**src/hdl/kfc_pkg.sv**
```systemverilog
// kfc_pkg: shared types, key codes and defaults for the keypad calculator
// no dependencies; imported by kfc_engine, the top level and the testbench
`default_nettype none

package kfc_pkg;

    // default parameter values
    localparam int DEF_MAX_DIGITS   = 4;
    localparam int DEF_RESULT_WIDTH = 16;

    // fixed field and state widths
    localparam int KEY_W   = 8;
    localparam int DIGIT_W = 4;
    localparam int COUNT_W = 3;
    localparam int FIRST_W = 14;
    localparam int COL_W   = 4;
    localparam int VALUE_W = 16;

    // key codes
    localparam logic [KEY_W-1:0] KEY_NONE_LO = 8'h00;
    localparam logic [KEY_W-1:0] KEY_NONE_HI = 8'hff;
    localparam logic [KEY_W-1:0] KEY_ZERO    = 8'h30;
    localparam logic [KEY_W-1:0] KEY_NINE    = 8'h39;
    localparam logic [KEY_W-1:0] KEY_PLUS    = 8'h2b;
    localparam logic [KEY_W-1:0] KEY_MINUS   = 8'h2d;
    localparam logic [KEY_W-1:0] KEY_STAR    = 8'h2a;
    localparam logic [KEY_W-1:0] KEY_SLASH   = 8'h2f;
    localparam logic [KEY_W-1:0] KEY_EQUAL   = 8'h3d;
    localparam logic [KEY_W-1:0] KEY_CLEAR   = 8'h63;
    localparam logic [KEY_W-1:0] KEY_SPACE   = 8'h20;
    localparam logic [KEY_W-1:0] CHAR_NUL    = 8'h00;

    // operations kept between operands
    typedef enum logic [2:0] {
        OP_ADD  = 3'd0,
        OP_SUB  = 3'd1,
        OP_MUL  = 3'd2,
        OP_DIV  = 3'd3,
        OP_EQU  = 3'd4,
        OP_NONE = 3'd7
    } t_op;

    // display actions
    typedef enum logic [1:0] {
        ACT_ECHO   = 2'd0,
        ACT_ERASE  = 2'd1,
        ACT_RESULT = 2'd2,
        ACT_CLEAR  = 2'd3
    } t_action;

    // entry phase
    typedef enum logic [1:0] {
        PH_FIRST  = 2'd0,
        PH_SECOND = 2'd1,
        PH_SHOWN  = 2'd2
    } t_phase;

    // top level sequencer
    typedef enum logic [2:0] {
        S_IDLE,
        S_BUILD,
        S_START,
        S_WAIT,
        S_EMIT
    } t_state;

    // arithmetic engine sequencer
    typedef enum logic [1:0] {
        E_IDLE,
        E_MUL,
        E_DIV
    } t_eng_state;

    // engine request and status
    typedef struct packed {
        logic start;
        t_op  op;
    } t_eng_req;

    typedef struct packed {
        logic done;
        logic dz;
    } t_eng_status;

    // operator key decode
    function automatic t_op op_of_key(input logic [KEY_W-1:0] k);
        t_op op;
        case (k)
            KEY_PLUS:  op = OP_ADD;
            KEY_MINUS: op = OP_SUB;
            KEY_STAR:  op = OP_MUL;
            KEY_SLASH: op = OP_DIV;
            KEY_EQUAL: op = OP_EQU;
            default:   op = OP_NONE;
        endcase
        return op;
    endfunction

endpackage

`default_nettype wire

```
**src/hdl/kfc_engine.sv**
```systemverilog
// kfc_engine: iterative arithmetic unit around one shared adder/subtractor
// add/sub in one pass, shift-add multiply and restoring divide one bit per cycle; uses kfc_pkg
`default_nettype none

module kfc_engine #(
    parameter int W = 16
) (
    input  wire logic                 i_clk,
    input  wire logic                 i_rst_n,
    input  wire kfc_pkg::t_eng_req    i_req,
    input  wire logic [W-1:0]         i_opa,
    input  wire logic [W-1:0]         i_opb,
    output kfc_pkg::t_eng_status      o_sts,
    output logic [W-1:0]              o_result
);
    import kfc_pkg::*;

    localparam int CNT_W = $clog2(W + 1);

    t_eng_state r_state, n_state;
    logic [CNT_W-1:0] r_cnt, n_cnt;
    logic [W-1:0]     r_x, n_x;
    logic [W-1:0]     r_y, n_y;
    logic [W:0]       r_acc, n_acc;
    logic [W-1:0]     r_result, n_result;
    logic             r_done, n_done;
    logic             r_dz, n_dz;

    // shared adder
    logic [W:0]   add_a, add_b;
    logic         add_sub;
    logic [W+1:0] add_sum;
    logic [W:0]   rem_sh;

    assign rem_sh  = {r_acc[W-1:0], r_x[W-1]};
    assign add_sum = {1'b0, add_a} + {1'b0, (add_sub ? ~add_b : add_b)}
                     + (W+2)'(add_sub);

    // adder operand select
    always_comb begin
        add_a   = {1'b0, i_opa};
        add_b   = {1'b0, i_opb};
        add_sub = (i_req.op == OP_SUB);
        case (r_state)
            E_MUL: begin
                add_a   = r_acc;
                add_b   = {1'b0, r_x};
                add_sub = 1'b0;
            end
            E_DIV: begin
                add_a   = rem_sh;
                add_b   = {1'b0, r_y};
                add_sub = 1'b1;
            end
            default: ;
        endcase
    end

    // sequencer
    always_comb begin
        n_state  = r_state;
        n_cnt    = r_cnt;
        n_x      = r_x;
        n_y      = r_y;
        n_acc    = r_acc;
        n_result = r_result;
        n_done   = 1'b0;
        n_dz     = r_dz;
        case (r_state)
            E_IDLE: begin
                if (i_req.start) begin
                    n_dz  = 1'b0;
                    n_x   = i_opa;
                    n_y   = i_opb;
                    n_acc = '0;
                    n_cnt = CNT_W'(W);
                    case (i_req.op)
                        OP_ADD, OP_SUB: begin
                            n_result = add_sum[W-1:0];
                            n_done   = 1'b1;
                        end
                        OP_MUL: n_state = E_MUL;
                        OP_DIV: begin
                            if (i_opb == '0) begin
                                n_result = '1;
                                n_dz     = 1'b1;
                                n_done   = 1'b1;
                            end else begin
                                n_state = E_DIV;
                            end
                        end
                        default: begin
                            n_result = '0;
                            n_done   = 1'b1;
                        end
                    endcase
                end
            end
            E_MUL: begin
                if (r_y[0]) begin
                    n_acc = {1'b0, add_sum[W-1:0]};
                end
                n_x   = r_x << 1;
                n_y   = r_y >> 1;
                n_cnt = r_cnt - CNT_W'(1);
                if (r_cnt == CNT_W'(1)) begin
                    n_result = n_acc[W-1:0];
                    n_done   = 1'b1;
                    n_state  = E_IDLE;
                end
            end
            E_DIV: begin
                if (add_sum[W+1]) begin
                    n_acc = add_sum[W:0];
                    n_x   = {r_x[W-2:0], 1'b1};
                end else begin
                    n_acc = rem_sh;
                    n_x   = {r_x[W-2:0], 1'b0};
                end
                n_cnt = r_cnt - CNT_W'(1);
                if (r_cnt == CNT_W'(1)) begin
                    n_result = n_x;
                    n_done   = 1'b1;
                    n_state  = E_IDLE;
                end
            end
            default: n_state = E_IDLE;
        endcase
    end

    // control registers
    always_ff @(posedge i_clk) begin
        if (!i_rst_n) begin
            r_state <= E_IDLE;
            r_done  <= 1'b0;
            r_dz    <= 1'b0;
            r_cnt   <= '0;
        end else begin
            r_state <= n_state;
            r_done  <= n_done;
            r_dz    <= n_dz;
            r_cnt   <= n_cnt;
        end
    end

    // datapath registers
    always_ff @(posedge i_clk) begin
        r_x      <= n_x;
        r_y      <= n_y;
        r_acc    <= n_acc;
        r_result <= n_result;
    end

    assign o_sts    = {r_done, r_dz};
    assign o_result = r_result;

    // checks
    a_busy_count: assert property (@(posedge i_clk) disable iff (!i_rst_n)
        r_state != E_IDLE |-> r_cnt != '0)
        else $error("engine busy with zero step count");
    a_dz_ones: assert property (@(posedge i_clk) disable iff (!i_rst_n)
        r_done && r_dz |-> r_result == '1)
        else $error("divide by zero result not all ones");
    a_start_idle: assert property (@(posedge i_clk) disable iff (!i_rst_n)
        i_req.start |-> r_state == E_IDLE && !r_done)
        else $error("engine started while busy");

endmodule

`default_nettype wire

```
**src/hdl/keypad_four_function_calculator_top.sv**
```systemverilog
// keypad_four_function_calculator_top: key decode, operand entry and display words
// depends on kfc_pkg and kfc_engine
//
//  channel  | handshake                | payload
//  ---------+--------------------------+----------------------------------------------
//  key in   | i_in_valid / o_in_stall  | i_key_code
//  display  | o_out_valid / i_out_stall| o_display_action, o_echo_char,
//           |                          | o_cursor_column, o_result_value, o_divide_by_zero
//
// digit, backspace and clear keys go straight to the emit state, and an ignored key leaves
// the block idle; an operator ending the first operand first builds it digit by digit; one
// ending the second also starts the engine and waits for it (bit-serial for multiply/divide).
// reset is synchronous and needs no clearing pass; keys are taken only in the idle
// state, and a finished word waits in the output register while the next key is taken.
`default_nettype none

module keypad_four_function_calculator_top #(
    parameter int MAX_DIGITS   = kfc_pkg::DEF_MAX_DIGITS,
    parameter int RESULT_WIDTH = kfc_pkg::DEF_RESULT_WIDTH
) (
    input  wire logic                            i_clk,
    input  wire logic                            i_rst_n,
    input  wire logic                            i_in_valid,
    output logic                                 o_in_stall,
    input  wire logic [kfc_pkg::KEY_W-1:0]       i_key_code,
    output logic                                 o_out_valid,
    input  wire logic                            i_out_stall,
    output logic [1:0]                           o_display_action,
    output logic [kfc_pkg::KEY_W-1:0]            o_echo_char,
    output logic [kfc_pkg::COL_W-1:0]            o_cursor_column,
    output logic [kfc_pkg::VALUE_W-1:0]          o_result_value,
    output logic                                 o_divide_by_zero
);
    import kfc_pkg::*;

    localparam int IDX_W = (MAX_DIGITS > 1) ? $clog2(MAX_DIGITS) : 1;
    localparam int RW    = RESULT_WIDTH;

    // sequencer and entry state
    t_state  r_state, n_state;
    t_phase  r_phase, n_phase;
    logic [COUNT_W-1:0] r_count, n_count;
    logic [COUNT_W-1:0] r_bidx, n_bidx;
    logic [FIRST_W-1:0] r_first, n_first;
    t_op     r_pend, n_pend;
    t_op     r_opk, n_opk;
    logic [COL_W-1:0]   r_column, n_column;
    logic [DIGIT_W-1:0] r_digits [MAX_DIGITS];
    logic               digit_we;
    logic [DIGIT_W-1:0] digit_wdata;
    logic [KEY_W-1:0]   r_key, n_key;
    logic [RW-1:0]      r_acc, n_acc;

    // staged display word
    t_action r_st_act, n_st_act;
    logic [KEY_W-1:0]   r_st_char, n_st_char;
    logic [VALUE_W-1:0] r_st_val, n_st_val;
    logic               r_st_dz, n_st_dz;

    // output register
    logic               r_o_valid, n_o_valid;
    t_action            r_o_act;
    logic [KEY_W-1:0]   r_o_char;
    logic [COL_W-1:0]   r_o_col;
    logic [VALUE_W-1:0] r_o_val;
    logic               r_o_dz;
    logic               out_load;

    // engine link
    t_eng_req    eng_req;
    t_eng_status eng_sts;
    logic [RW-1:0] eng_result;

    logic               key_take;
    logic               is_digit;
    t_op                key_op;
    logic [DIGIT_W-1:0] cur_digit;

    assign key_take  = i_in_valid && (r_state == S_IDLE);
    assign is_digit  = (i_key_code >= KEY_ZERO) && (i_key_code <= KEY_NINE);
    assign key_op    = op_of_key(i_key_code);
    assign cur_digit = r_digits[r_bidx[IDX_W-1:0]];
    assign digit_wdata = DIGIT_W'(i_key_code - KEY_ZERO);

    kfc_engine #(
        .W(RW)
    ) u_engine (
        .i_clk    (i_clk),
        .i_rst_n  (i_rst_n),
        .i_req    (eng_req),
        .i_opa    (RW'(r_first)),
        .i_opb    (r_acc),
        .o_sts    (eng_sts),
        .o_result (eng_result)
    );

    // next state and staging
    always_comb begin
        n_state   = r_state;
        n_phase   = r_phase;
        n_count   = r_count;
        n_bidx    = r_bidx;
        n_first   = r_first;
        n_pend    = r_pend;
        n_opk     = r_opk;
        n_column  = r_column;
        n_key     = r_key;
        n_acc     = r_acc;
        n_st_act  = r_st_act;
        n_st_char = r_st_char;
        n_st_val  = r_st_val;
        n_st_dz   = r_st_dz;
        digit_we  = 1'b0;
        eng_req.start = 1'b0;
        eng_req.op    = r_pend;
        out_load  = 1'b0;
        case (r_state)
            S_IDLE: begin
                if (key_take && i_key_code != KEY_NONE_LO && i_key_code != KEY_NONE_HI) begin
                    n_st_val = '0;
                    n_st_dz  = 1'b0;
                    if (r_phase != PH_FIRST && r_phase != PH_SECOND) begin
                        // result shown: only clear restarts
                        if (i_key_code == KEY_CLEAR) begin
                            n_phase   = PH_FIRST;
                            n_count   = '0;
                            n_column  = '0;
                            n_st_act  = ACT_CLEAR;
                            n_st_char = CHAR_NUL;
                            n_state   = S_EMIT;
                        end
                    end else if (i_key_code == KEY_CLEAR) begin
                        // backspace
                        if (r_count != '0) begin
                            n_count   = r_count - COUNT_W'(1);
                            n_column  = r_column - COL_W'(1);
                            n_st_act  = ACT_ERASE;
                            n_st_char = KEY_SPACE;
                            n_state   = S_EMIT;
                        end
                    end else if (is_digit) begin
                        if (r_count < COUNT_W'(MAX_DIGITS)) begin
                            digit_we  = 1'b1;
                            n_count   = r_count + COUNT_W'(1);
                            n_column  = r_column + COL_W'(1);
                            n_st_act  = ACT_ECHO;
                            n_st_char = i_key_code;
                            n_state   = S_EMIT;
                        end
                    end else if (key_op != OP_NONE) begin
                        // operator: evaluate the operand digit by digit
                        n_column = r_column + COL_W'(1);
                        n_key    = i_key_code;
                        n_opk    = key_op;
                        n_acc    = '0;
                        n_bidx   = '0;
                        n_state  = S_BUILD;
                    end
                end
            end
            S_BUILD: begin
                if (r_bidx == r_count) begin
                    n_count = '0;
                    if (r_phase == PH_FIRST) begin
                        n_first   = FIRST_W'(r_acc);
                        n_pend    = r_opk;
                        n_phase   = PH_SECOND;
                        n_st_act  = ACT_ECHO;
                        n_st_char = r_key;
                        n_state   = S_EMIT;
                    end else begin
                        n_phase = PH_SHOWN;
                        n_state = S_START;
                    end
                end else begin
                    n_acc  = (r_acc << 3) + (r_acc << 1) + RW'(cur_digit);
                    n_bidx = r_bidx + COUNT_W'(1);
                end
            end
            S_START: begin
                eng_req.start = 1'b1;
                n_state       = S_WAIT;
            end
            S_WAIT: begin
                if (eng_sts.done) begin
                    n_st_act  = ACT_RESULT;
                    n_st_char = r_key;
                    n_st_val  = VALUE_W'(eng_result);
                    n_st_dz   = eng_sts.dz;
                    n_state   = S_EMIT;
                end
            end
            S_EMIT: begin
                if (!r_o_valid || !i_out_stall) begin
                    out_load = 1'b1;
                    n_state  = S_IDLE;
                end
            end
            default: n_state = S_IDLE;
        endcase
    end

    // output valid
    always_comb begin
        n_o_valid = r_o_valid;
        if (out_load) begin
            n_o_valid = 1'b1;
        end else if (r_o_valid && !i_out_stall) begin
            n_o_valid = 1'b0;
        end
    end

    // control registers
    always_ff @(posedge i_clk) begin
        if (!i_rst_n) begin
            r_state   <= S_IDLE;
            r_phase   <= PH_FIRST;
            r_count   <= '0;
            r_bidx    <= '0;
            r_first   <= '0;
            r_pend    <= OP_ADD;
            r_opk     <= OP_ADD;
            r_column  <= '0;
            r_o_valid <= 1'b0;
        end else begin
            r_state   <= n_state;
            r_phase   <= n_phase;
            r_count   <= n_count;
            r_bidx    <= n_bidx;
            r_first   <= n_first;
            r_pend    <= n_pend;
            r_opk     <= n_opk;
            r_column  <= n_column;
            r_o_valid <= n_o_valid;
        end
    end

    // payload registers
    always_ff @(posedge i_clk) begin
        r_key     <= n_key;
        r_acc     <= n_acc;
        r_st_act  <= n_st_act;
        r_st_char <= n_st_char;
        r_st_val  <= n_st_val;
        r_st_dz   <= n_st_dz;
        if (digit_we) begin
            r_digits[r_count[IDX_W-1:0]] <= digit_wdata;
        end
        if (out_load) begin
            r_o_act  <= r_st_act;
            r_o_char <= r_st_char;
            r_o_col  <= r_column;
            r_o_val  <= r_st_val;
            r_o_dz   <= r_st_dz;
        end
    end

    assign o_in_stall       = (r_state != S_IDLE);
    assign o_out_valid      = r_o_valid;
    assign o_display_action = r_o_act;
    assign o_echo_char      = r_o_char;
    assign o_cursor_column  = r_o_col;
    assign o_result_value   = r_o_val;
    assign o_divide_by_zero = r_o_dz;

    // checks
    a_count_bound: assert property (@(posedge i_clk) disable iff (!i_rst_n)
        r_count <= COUNT_W'(MAX_DIGITS))
        else $error("digit count beyond limit");
    a_wait_emit: assert property (@(posedge i_clk) disable iff (!i_rst_n)
        r_state == S_WAIT && eng_sts.done |=> r_state == S_EMIT)
        else $error("engine result not staged");
    a_dz_result: assert property (@(posedge i_clk) disable iff (!i_rst_n)
        r_o_valid && r_o_dz |-> r_o_act == ACT_RESULT)
        else $error("divide by zero flag on non-result word");
    a_clear_col: assert property (@(posedge i_clk) disable iff (!i_rst_n)
        r_o_valid && r_o_act == ACT_CLEAR |-> r_o_col == '0 && r_o_char == CHAR_NUL)
        else $error("clear word with nonzero column");

endmodule

`default_nettype wire

```
**config.mk**
```make
export PLATFORM = sky130hd
export DESIGN_NAME = keypad_four_function_calculator_top
export DESIGN_NICKNAME = d
export VERILOG_FILES = /design/src/hdl/kfc_pkg.sv /design/src/hdl/kfc_engine.sv /design/src/hdl/keypad_four_function_calculator_top.sv
export SDC_FILE = /design/constraint.sdc
export NUM_CORES = 1
export LEC_CHECK = 0
export BUFFER_PORTS_ARGS = -buffer_cell sky130_fd_sc_hd__buf_2
export CORE_AREA = 2 2 165 167
export CTS_CLUSTER_DIAMETER = 80
export DETAILED_ROUTE_END_ITERATION = 16
export DIE_AREA = 0 0 167 169
export GPL_TIMING_DRIVEN = 0
export SLEW_MARGIN = 15
export SYNTH_ARGS = -nofsm -noshare
export SYNTH_HDL_FRONTEND = slang
export SYNTH_HIERARCHICAL = 1
export SYNTH_SLANG_ARGS = --single-unit
```
**constraint.sdc**
```tcl
create_clock -name i_clk -period 5.1 [get_ports i_clk]
set_clock_uncertainty 0.1 [all_clocks]
set_input_delay 1.02 -clock i_clk [delete_from_list [all_inputs] [get_ports i_clk]]
set_output_delay 1.02 -clock i_clk [all_outputs]
set_load 0.02 [all_outputs]
```
=== Word level (Yosys, flattened, before mapping) ===
Memory sizes are Yosys's and may differ from the RTL's. A register that Yosys moved wholly into a read port is not among the register bits.
Index checks and enable logic that the tools add are counted.

* Output and inout bits: 33
* Register bits: 192
* RAM bits: 16
* Memories: 1

* Bitwise operators: 4
* Reduce and logical (&&, ||, !) cells: 44
* Multiplexer cells: 125
* Add/sub/neg operators: 11
* $lt $le $gt $ge: 3
* Equality and inequality tests: 50

{| class="wikitable"
|+ Memories
! name !! depth !! bits a word !! rd ports !! clocked after Yosys merged registers in !! write ports !! line !! text
|-
| r_digits || 4 || 4 || 1 || 1 || 1 || keypad_four_function_calculator_top.sv:48 || <nowiki>logic [DIGIT_W-1:0] r_digits [MAX_DIGITS];</nowiki>
|}

{| class="wikitable"
|+ Operator list
! cell !! count
|-
| $mux 16 || 14
|-
| $pmux 16 s3 || 3
|-
| $pmux 16 s2 || 4
|-
| $mux 8 || 10
|-
| $mux 3 || 26
|-
| $mux 17 || 4
|-
| $pmux 17 s3 || 1
|-
| $eq 8x6->1 const B || 5
|-
| $mux 2 || 20
|-
| $pmux 17 s2 || 1
|-
| $pmux 3 s5 || 2
|-
| $mux 4 || 7
|-
| $pmux 8 s3 || 1
|-
| $ne 2x1->1 const B || 11
|-
| $mux 1 || 20
|-
| $add 17x17->18 || 1
|-
| $add 18x1->18 || 1
|-
| $ne 2x2->1 const B || 9
|-
| $reduce_and 6->1 || 3
|-
| $not 16->17 || 1
|-
| $add 16x16->16 || 1
|-
| $add 16x4->16 || 1
|-
| $logic_not 16->1 || 1
|-
| $reduce_bool 3->1 || 5
|-
| other kinds (44) || 85
|}

=== Logic depth before layout (Yosys ltp) ===
Gate-level depths: netlist of run 1.

* Word-level depth: 11
* Mapped depth: 18
* Mapped depth without buffers: 15

=== Hierarchy ===
Netlist of run 1, hierarchy kept.

{| class="wikitable"
|+ Modules (own cells, without submodules)
! module !! cells an instance !! instances !! sequential area each (µm²) !! area each (µm²)
|-
| keypad_four_function_calculator_top || 526 || 1 || 3703.6 || 6267.3
|-
| kfc_engine || 585 || 1 || 2132.0 || 5431.5
|}

=== Least setup slack after synthesis of run 1 ===
Ideal clock, no wire load.

* Path type: reg2reg
* Start: reg u_engine.r_state[0]
* End: reg u_engine.r_acc[2] (data pin)
* Data arrival time: 3.995 ns
* Period minus slack after synthesis: 4.363 ns
* Slack: 0.737 ns
* Cell stages (with the launch flop): 19
* Path through: dfxtp_1 > inv_1 > ha_1 > buf_6 > or4b_4 > and2_1 > clkbuf_1 > clkbuf_1 > xnor2_1 > ha_1 > clkbuf_1 > a21oi_1 > o21ai_0 > a21oi_1 > o21ai_2 > a311oi_2 > buf_6 > mux2i_1 > o22ai_1

* Word-level cells in the longest chain between the ends: 8

{| class="wikitable"
|+ RTL lines
! element !! line !! text
|-
| start: declaration || kfc_engine.sv:20 || <nowiki>t_eng_state r_state, n_state;</nowiki>
|-
| start signal: assignment || kfc_engine.sv:139 || <nowiki>r_state <= n_state;</nowiki>
|-
| $eq 2x2->1 or $eq 2x1->1 (tied branches) || kfc_engine.sv:44, kfc_engine.sv:69 ||
|-
| $pmux 16 s2 || kfc_engine.sv:44 || <nowiki>case (r_state)</nowiki>
|-
| $not 16->17 || kfc_engine.sv:36 || <nowiki>assign add_sum = {1'b0, add_a} + {1'b0, (add_sub ? ~add_b : add_b)}</nowiki>
|-
| $mux 17 || kfc_engine.sv:36 ||
|-
| $add 17x17->18 || kfc_engine.sv:36 ||
|-
| $add 18x1->18 || kfc_engine.sv:37 || <nowiki>+ (W+2)'(add_sub);</nowiki>
|-
| $mux 17, on equally long branches || kfc_engine.sv:113, kfc_engine.sv:100 ||
|-
| $pmux 17 s3 (*) || kfc_engine.sv:69 || <nowiki>case (r_state)</nowiki>
|-
| named net u_engine.n_acc[2] || kfc_engine.sv:24 || <nowiki>logic [W:0] r_acc, n_acc;</nowiki>
|-
| end signal: assignment || kfc_engine.sv:150 || <nowiki>r_acc <= n_acc;</nowiki>
|-
| end: declaration || kfc_engine.sv:24 ||
|}

The timed path passes the listed nets; every way through them passes the cells marked *. The select of a mux whose other input is x is not followed.
A chain may end at the register's enable or synchronous reset.

=== Worst setup path in the final report of run 1 ===
* Start: reg u_engine.r_state[0]
* End: reg u_engine.r_acc[13] (data pin)

The elaborated chain is that of the path after synthesis.

==> results by group, run 1 <==
Global routing
  • GR Util met3: 0.0348
  • Initial antenna violation count: 0
  • Met2 Usage GRT: 0.330
  • GRT Overall Usage: 0.210
  • Met1 Usage GRT: 0.297
  • Global-route wire length before repair: 47.6 mm
  • Vias in the first global route: 8561
  • GR Overflow Total: 0
  • Pin count of the biggest net entering global routing: 34
  • Busiest layer in global routing: met2

Drt
  • DRC violations left: 0
  • Drt initial violations: 974
  • DR pass1 iterations: 5
  • WL/cell: 19.3 um
  • Via count: 8992
  • WL final: 29.9 mm
  • Post-DR vias/cell: 5.81
  • Final ANT Viol Nets: 0

Critical path
  • Crit path max-delay family: compound AO/OA/AOI/OAI gates
  • Max Fanout on Critical Path: 10
  • Critical path, cell by cell: inv_1, ha_1, buf_6, or4b_4, and2_1, clkbuf_1, buf_4, xnor2_1, ha_1, clkbuf_1, a21oi_1, o21ai_0, a21oi_1, o21ai_2, a311oi_4, buf_6, mux2i_1, o22ai_1
  • Crit-path max cell delay: 0.59 ns
  • Setup Crit Path Kind: reg2reg
  • WP data arrival: 4.92 ns
  • Worst path required time: 5.25 ns
  • CP endpoint kind: flop
  • Worst path bufs/invs: 6
  • Slowest CP cell: or4b_4
  • Crit start category: flop

Flow run
  • Max-Cap Viols: 0

Floorplanning
  • Die Height: 169 um
  • Standard-cell rows: 60
  • Initial Utilization: 0.441
  • Ports: 45
  • DIE AREA: 28200 sq um
  • Die width: 167 um
  • Core footprint: 26500 sq um

Clock tree
  • CTS buffer count: 24
  • Number of H-tree levels: 1
  • Clock latency on the worst-skew pair: 0.52 ns
  • Hold buffer count at CTS: 0
  • Clock Tree Root: clkbuf_16
  • Clk pin slew, worst setup/hold paths: 0.06 ns
  • CTS tree: yes
  • Clock sink count: 210
  • CTS max path bufs: 3

Synthesis
  • #FFs+latches synth: 210
  • Count of cell types in the netlist: 87
  • Avg Inst Size Synth: 10.5 sq um
  • Synth Flop Type: edfxtp_1
  • Asr flop ratio synth: 0
  • Mapped Area: 11700 sq um
  • Number of synthesis warnings: 6
  • Cells after Synth: 1111
  • Register area share after synthesis: 0.499
  • Number of synthesized flops with an enable pin: 163

Finish
  • Share of layout cells above drive strength 1: 0.133
  • Ant diodes: 0
  • Area grow syn2layout: 13.0%
  • Most frequent cells in the layout: edfxtp_1 (163), nand2_1 (132), a21oi_1 (99), nor2_1 (80), ha_1 (53)
  • Nets: 1260
  • Commonest non-fill, non-tap cell in the layout: edfxtp_1
  • FILL cells: 2416

STA
  • Fin Setup TNS: 0 ns
  • Fmax: 210 MHz
  • Fin. max-slew vios: 0
  • RSZ-0062 raised after global routing: no
  • Relative slew slack: 0.326
  • Final Hold Violating Endpoints: 0
  • Final min period: 4.77 ns
  • Final hold slack: 0.316 ns
  • Tightest Pin Transition: 0.986 ns
  • Crit share post-route: 0.935
  • Setup Viol. Count Final: 0

Worst hold path
  • Worst min path class: reg2reg

Run status
  • Status: finished, final reports clean

Pwr
  • Leakage: 4.73 nW
  • Peak supply drop: 0.301 mV
  • Power density over the cells: 274 nW/um^2

Place
  • PortBufs: 44
  • DP HPWL: 22.1 mm
  • Placer Congestion: 0.932
## registers in the layout (all words and copies together) (netlist names), 5 cells and up, named ones only
| signal | flops |
|---|---|
| o_result_value | 16 |
| u_engine/r_y | 16 |
| u_engine/o_result | 16 |
| u_engine/r_acc | 17 |
| r_first | 14 |
| o_echo_char | 8 |
| r_digits | 16 |
| u_engine/r_cnt | 5 |
| u_engine/r_x | 16 |
| r_acc | 16 |
| r_st_val | 16 |
| r_st_char | 8 |
| r_key | 8 |
## logic make-up after synthesis
group	after synthesis	share of synthesized area
compound gates	300	0.177
xor+xnor	42	0.0314
fa+ha+maj	58	0.0652
buf+inv	103	0.0371
flops	210	0.499
mux	40	0.0407
other cells	1	0.000321
simple gates	357	0.150
## metrics by stage
step	area (sq um)	cells	utilization	setup WS [ns]	power, W
after floorplan	11700	1114	-	0.737	0.00201
after global placement	12400	1499	0.466	0.0711	0.00206
after detailed placement	12500	1504	0.470	0.0637	0.00207
after CTS	13200	1546	0.498	0.0448	0.00366
after global routing	13200	1547	0.499	0.00644	0.00374
final	13200	1547	0.499	0.329	0.00362
## where the power goes
| part | internal (W) | total (W) | switching, W | leakage [nW] |
|---|---|---|---|---|
| combinational | 0.0000597 | 0.000167 | 0.000107 | 2.50 |
| clock | 0.000921 | 0.00159 | 0.000669 | 0.348 |
| sequential | 0.00186 | 0.00187 | 0.0000112 | 1.88 |
| total | 0.00284 | 0.00362 | 0.000788 | 4.73 |
## worst register-to-register path, stage by stage (launching register included)
cell	delay, ns
dfxtp_1	0.38
inv_1	0.10
ha_1	0.31
buf_6	0.14
or4b_4	0.59
and2_1	0.17
clkbuf_1	0.21
buf_4	0.26
xnor2_1	0.20
ha_1	0.25
clkbuf_1	0.18
a21oi_1	0.22
o21ai_0	0.14
a21oi_1	0.20
o21ai_2	0.11
a311oi_4	0.40
buf_6	0.22
mux2i_1	0.20
o22ai_1	0.10
## path summary, 6_finish.rpt
path | from | end | slack (ns) | cells after the start
setup / recovery | u_engine/r_state[0] | u_engine/r_acc[13] | 0.33 | 18
hold / removal | r_st_act[1] | o_display_action[1] | 0.32 | 0
setup reg to reg | u_engine/r_state[0] | u_engine/r_acc[13] | 0.33 | 18
hold reg to reg | r_st_act[1] | o_display_action[1] | 0.32 | 0
## cell usage after synthesis (5+ instances only)
cell	n	area, sq um
xor2_1	12	105
nand2b_1	9	56.3
fa_1	5	100
a21o_1	11	82.6
o22ai_1	7	43.8
buf_2	8	40.0
a22oi_1	38	285
o21a_1	5	37.5
a21oi_1	102	510
o221ai_1	12	105
xnor2_1	30	263
buf_1	5	18.8
a21boi_0	5	37.5
and2_1	7	43.8
mux2i_1	15	150
edfxtp_1	163	4890
or3_1	9	56.3
inv_1	36	135
and3_1	23	144
a22o_1	18	158
nor3_1	20	100
ha_1	53	663
nand3_1	28	140
o21ai_0	32	160
nand2_1	132	495
nor2b_1	8	50.1
mux2_2	20	225
clkbuf_1	46	173
or2_2	5	31.3
nor4_1	7	43.8
a31oi_1	16	100
dfxtp_1	47	941
nor2_1	80	300
nand4_1	5	31.3
## what timing repair did
action / 4_1_cts / 5_1_grt
buffers inserted: 0 / 1
setup endpoints to repair: 0 / 22
resized for setup: 0 / 7
## per-layer routing
metal	wire, um	share of wire
met1	13500	0.45
met2	13300	0.44
met3	2250	0.075
met4	870	0.029
met5	0	0
## layout make-up
class,instances,area [sq um],area share
Buffer,66,300,0.0227
Clock buffer,33,676,0.0511
Clock inverter,9,48.8,0.00369
Inverter,37,139,0.0105
Multi-Input combinational cell,801,5480,0.415
Sequential cell,210,5840,0.442
Tap cell,341,427,0.0323
Timing Repair Buffer,50,305,0.0231
No activity file was read; power rests on OpenSTA's default activity.
==> run 2, diff against run 1 <==
--- a/config.mk
+++ b/config.mk
@@ -6,13 +6,12 @@
 export NUM_CORES = 1
 export LEC_CHECK = 0
 export BUFFER_PORTS_ARGS = -buffer_cell sky130_fd_sc_hd__buf_2
-export CORE_AREA = 2 2 165 167
+export CORE_AREA = 2 2 164 166
 export CTS_CLUSTER_DIAMETER = 80
 export DETAILED_ROUTE_END_ITERATION = 16
-export DIE_AREA = 0 0 167 169
+export DIE_AREA = 0 0 166 168
 export GPL_TIMING_DRIVEN = 0
 export SLEW_MARGIN = 15
 export SYNTH_ARGS = -nofsm -noshare
 export SYNTH_HDL_FRONTEND = slang
-export SYNTH_HIERARCHICAL = 1
 export SYNTH_SLANG_ARGS = --single-unit
==> run 2 against run 1 <==
Effect of this change:
- clock power barely moved
- global-route usage barely moved
- cell count fell by 0.58%
- sequential power barely moved
- fmax fell by 1.6%
- synthesized cell count barely moved
- sequential share of layout area rose by 0.24 points
- power barely moved
- critical path depth rose by 1
- die area fell by 1.2%
- setup slack got worse by 0.076 ns
- largest cell class unchanged
- largest power group unchanged
==> results by group, run 2 <==
Clock tree
  • CTS tree: yes
  • Hold buffer count at CTS: 0 (unchanged)
  • Clock latency on the worst-skew pair: 0.51 ns (about the same)
  • Post-CTS setup buffers: 0 (unchanged)
  • CTS max path bufs: 3 (unchanged)
  • Clock Tree Root: clkbuf_16
  • Clock sink count: 210 (unchanged)
  • CTS buffer count: 23 (-4.2%)
  • Number of H-tree levels: 1 (unchanged)
  • Post-CTS sizing: 2 (+2)
  • Clk pin slew, worst setup/hold paths: 0.06 ns (about the same)

STA
  • Fin. max-slew vios: 0 (unchanged)
  • Crit share post-route: 0.950 (+0.0149)
  • Fmax: 206 MHz (-1.6%)
  • Final Hold Violating Endpoints: 0 (unchanged)
  • Final hold slack: 0.317 ns (+0.000845 ns)
  • RSZ-0062 raised after global routing: no
  • Tightest Pin Transition: 0.902 ns (-0.0835 ns)
  • Setup Viol. Count Final: 0 (unchanged)
  • Relative slew slack: 0.394 (+0.0682)
  • Final min period: 4.85 ns (+0.0760 ns)

Finish
  • Post-layout util: 0.499 (about the same)
  • Area grow syn2layout: 12.8%
  • Most frequent cells in the layout: edfxtp_1 (163), nor2_1 (110), nand2_1 (96), a21oi_1 (78), o21ai_0 (62)
  • Share of layout cells above drive strength 1: 0.117 (-0.0157)
  • Top reg by flops: u_engine.r_acc
  • Commonest non-fill, non-tap cell in the layout: edfxtp_1
  • Ant diodes: 0 (unchanged)
  • Nets: 1251 (-0.71%)
  • Max FFs per register: 17 (unchanged)

Critical path
  • CP endpoint kind: flop
  • Max Fanout on Critical Path: 10 (unchanged)
  • WP data arrival: 4.98 ns (+0.06 ns)
  • R2r worst-path depth: 19 (+1)
  • Crit start category: flop
  • Reg2reg start: u_engine.r_state[0]
  • Slowest CP cell: buf_1
  • Worst path required time: 5.23 ns (-0.02 ns)
  • Critical path's most frequent cell: o21ai_0
  • Critical path, cell by cell: inv_1, ha_1, buf_4, clkbuf_1, buf_1, o21ai_0, nand2_1, o21ai_0, ha_1, o21ai_0, a21oi_1, o31ai_1, a21oi_1, nor4b_4, o31a_1, buf_6, buf_4, mux2i_1, o22ai_1
  • Reg-to-reg setup timing slack: 0.25 ns (-0.08 ns)
  • Worst path bufs/invs: 6 (unchanged)
  • Crit-path max cell delay: 0.48 ns (-0.11 ns)
  • Setup Crit Path Kind: reg2reg
  • Crit path max-delay family: buffers and inverters
  • R2R Path End: u_engine.r_acc[14]

Synthesis
  • #FFs+latches synth: 210 (unchanged)
  • Number of synthesis warnings: 0 (-6)
  • Synth top area cells: edfxtp_1 (42%), dfxtp_1 (8.1%), ha_1 (5.6%)
  • Largest area contributor in the synthesized netlist: edfxtp_1
  • Mapped Area: 11700 sq um (-0.39%)
  • Count of cell types in the netlist: 78 (-10%)
  • Register area share after synthesis: 0.501 (+0.00193)
  • Post-synthesis net count: 1179
  • Cells after Synth: 1110 (-0.090%)
  • Number of synthesized flops with an enable pin: 163 (unchanged)
  • Avg Inst Size Synth: 10.5 sq um (-0.30%)
  • Synth Flop Type: edfxtp_1
  • Count leader, synth: edfxtp_1
  • Synth top cells by count: edfxtp_1 (163), nor2_1 (111), nand2_1 (96), a21oi_1 (80), o21ai_0 (63)
  • Top-area cell type share of the netlist area: 0.420 (+0.00162)
  • Asr flop ratio synth: 0 (unchanged)

Pwr
  • Leakage: 4.68 nW (-1.1%)
  • Peak supply drop: 0.236 mV (-22%)
  • Power density over the cells: 276 nW/um^2 (+0.56%)
  • Pwr Total: 0.00362 W (about the same)

Place
  • DP HPWL: 22.2 mm (+0.54%)
  • Placer Congestion: 0.941 (+0.95%)
  • PortBufs: 44 (unchanged)

Floorplanning
  • DIE AREA: 27900 sq um (-1.2%)
  • Die Height: 168 um (-0.59%)
  • Initial Utilization: 0.442 (+0.000806)
  • Die width: 166 um (-0.60%)
  • Ports: 45 (unchanged)
  • Core footprint: 26400 sq um (-0.57%)
  • Standard-cell rows: 60 (unchanged)

Drt
  • DR pass1 iterations: 5 (unchanged)
  • WL final: 29.6 mm (-1.0%)
  • DRC violations left: 0 (unchanged)
  • Drt initial violations: 917 (-5.9%)
  • WL/cell: 19.2 um (-0.43%)
  • Via count: 8857 (-1.5%)
  • Post-DR vias/cell: 5.76 (-0.92%)
  • Final ANT Viol Nets: 0 (unchanged)

Run status
  • Status: finished, final reports clean

Global routing
  • Global-route wire length before repair: 47.1 mm (-1.2%)
  • Initial antenna violation count: 0 (unchanged)
  • GRT Overall Usage: 0.211 (+0.000448)
  • Vias in the first global route: 8368 (-2.3%)
  • Pin count of the biggest net entering global routing: 23 (-32%)
  • GR Overflow Total: 0 (unchanged)

Worst hold path
  • Worst min path class: reg2reg
  • Hold Path End: o_echo_char[4]
  • Worst Hold Path Cells: 0 (unchanged)
  • HP Start: r_st_char[4]

Flow run
  • Max-Cap Viols: 0 (unchanged)
run 2: cell types whose count changed after synthesis, sizes merged, moves of 6 or more:
| cell | delta |
|---|---|
| a21oi | -23 |
| a22oi | -12 |
| inv | -11 |
| mux2i | +22 |
| nand2 | -36 |
| nand2b | +6 |
| nand3 | -12 |
| nand3b | +14 |
| nor2 | +31 |
| nor3 | +9 |
| o21ai | +26 |
| o221ai | -12 |
| xor2 | +6 |
run 2: through the flow:
step | setup slack [ns] | TNS [ns] | std cells | area (sq um)
finish | 0.253 | 0 | 1538 | 13100
global route | 0.0454 | 0 | 1538 | 13100
CTS | 0.0646 | 0 | 1539 | 13100
detailed placement | -0.170 | -0.901 | 1499 | 12400
global placement | -0.136 | -2.11 | 1495 | 12300
floorplan | 0.972 | 0 | 1110 | 11700
run 2: cell type report:
| class | count | area (sq um) |
|---|---|---|
| multi-input combinational | 811 | 5500 |
| inverter | 28 | 105 |
| fill | 2390 | 13200 |
| sequential | 210 | 5840 |
| clock buffer | 28 | 614 |
| clock inverter | 12 | 114 |
| timing repair buffer | 48 | 294 |
| buffer | 60 | 256 |
| tap | 341 | 427 |
run 2: cell families after synthesis:
kind of cell | share of synthesized area
buffers and inverters | 0.0308
DFF | 0.501
muxes | 0.0559
AOI/OAI and AO/OA | 0.154
and+or+nand+nor | 0.160
xor gates and xnor gates | 0.0338
adders and majority gates | 0.0644
run 2: worst max-delay path by stage:
stage,cells after the start,start,to
6_report,19,u_engine.r_state[0],u_engine.r_acc[14]
5_1_grt,19,u_engine.r_state[0],u_engine.r_acc[14]
4_1_cts,18,u_engine.r_state[0],u_engine.r_acc[14]
3_5_place_dp,16,u_engine.r_state[0],u_engine.r_acc[11]
3_3_place_gp,16,u_engine.r_state[0],u_engine.r_acc[15]
2_1_floorplan,19,u_engine.r_state[0],u_engine.r_acc[14]
run 2: power breakdown:
group / switching [W] / internal, W / total [W]
Sequential: 0.0000104 / 0.00185 / 0.00186
Clock: 0.000661 / 0.000954 / 0.00162
Combinational: 0.0000953 / 0.0000554 / 0.000151
Total: 0.000767 / 0.00286 / 0.00362
run 2: routing by layer:
layer | wire length [um] | vias up | track usage
met5 | 0 | - | 0
met4 | 671 | 0 | 0.0578
met3 | 2080 | 52 | 0.0320
met2 | 13400 | 311 | 0.342
met1 | 13400 | 4210 | 0.295
li1 | - | 4284 | -
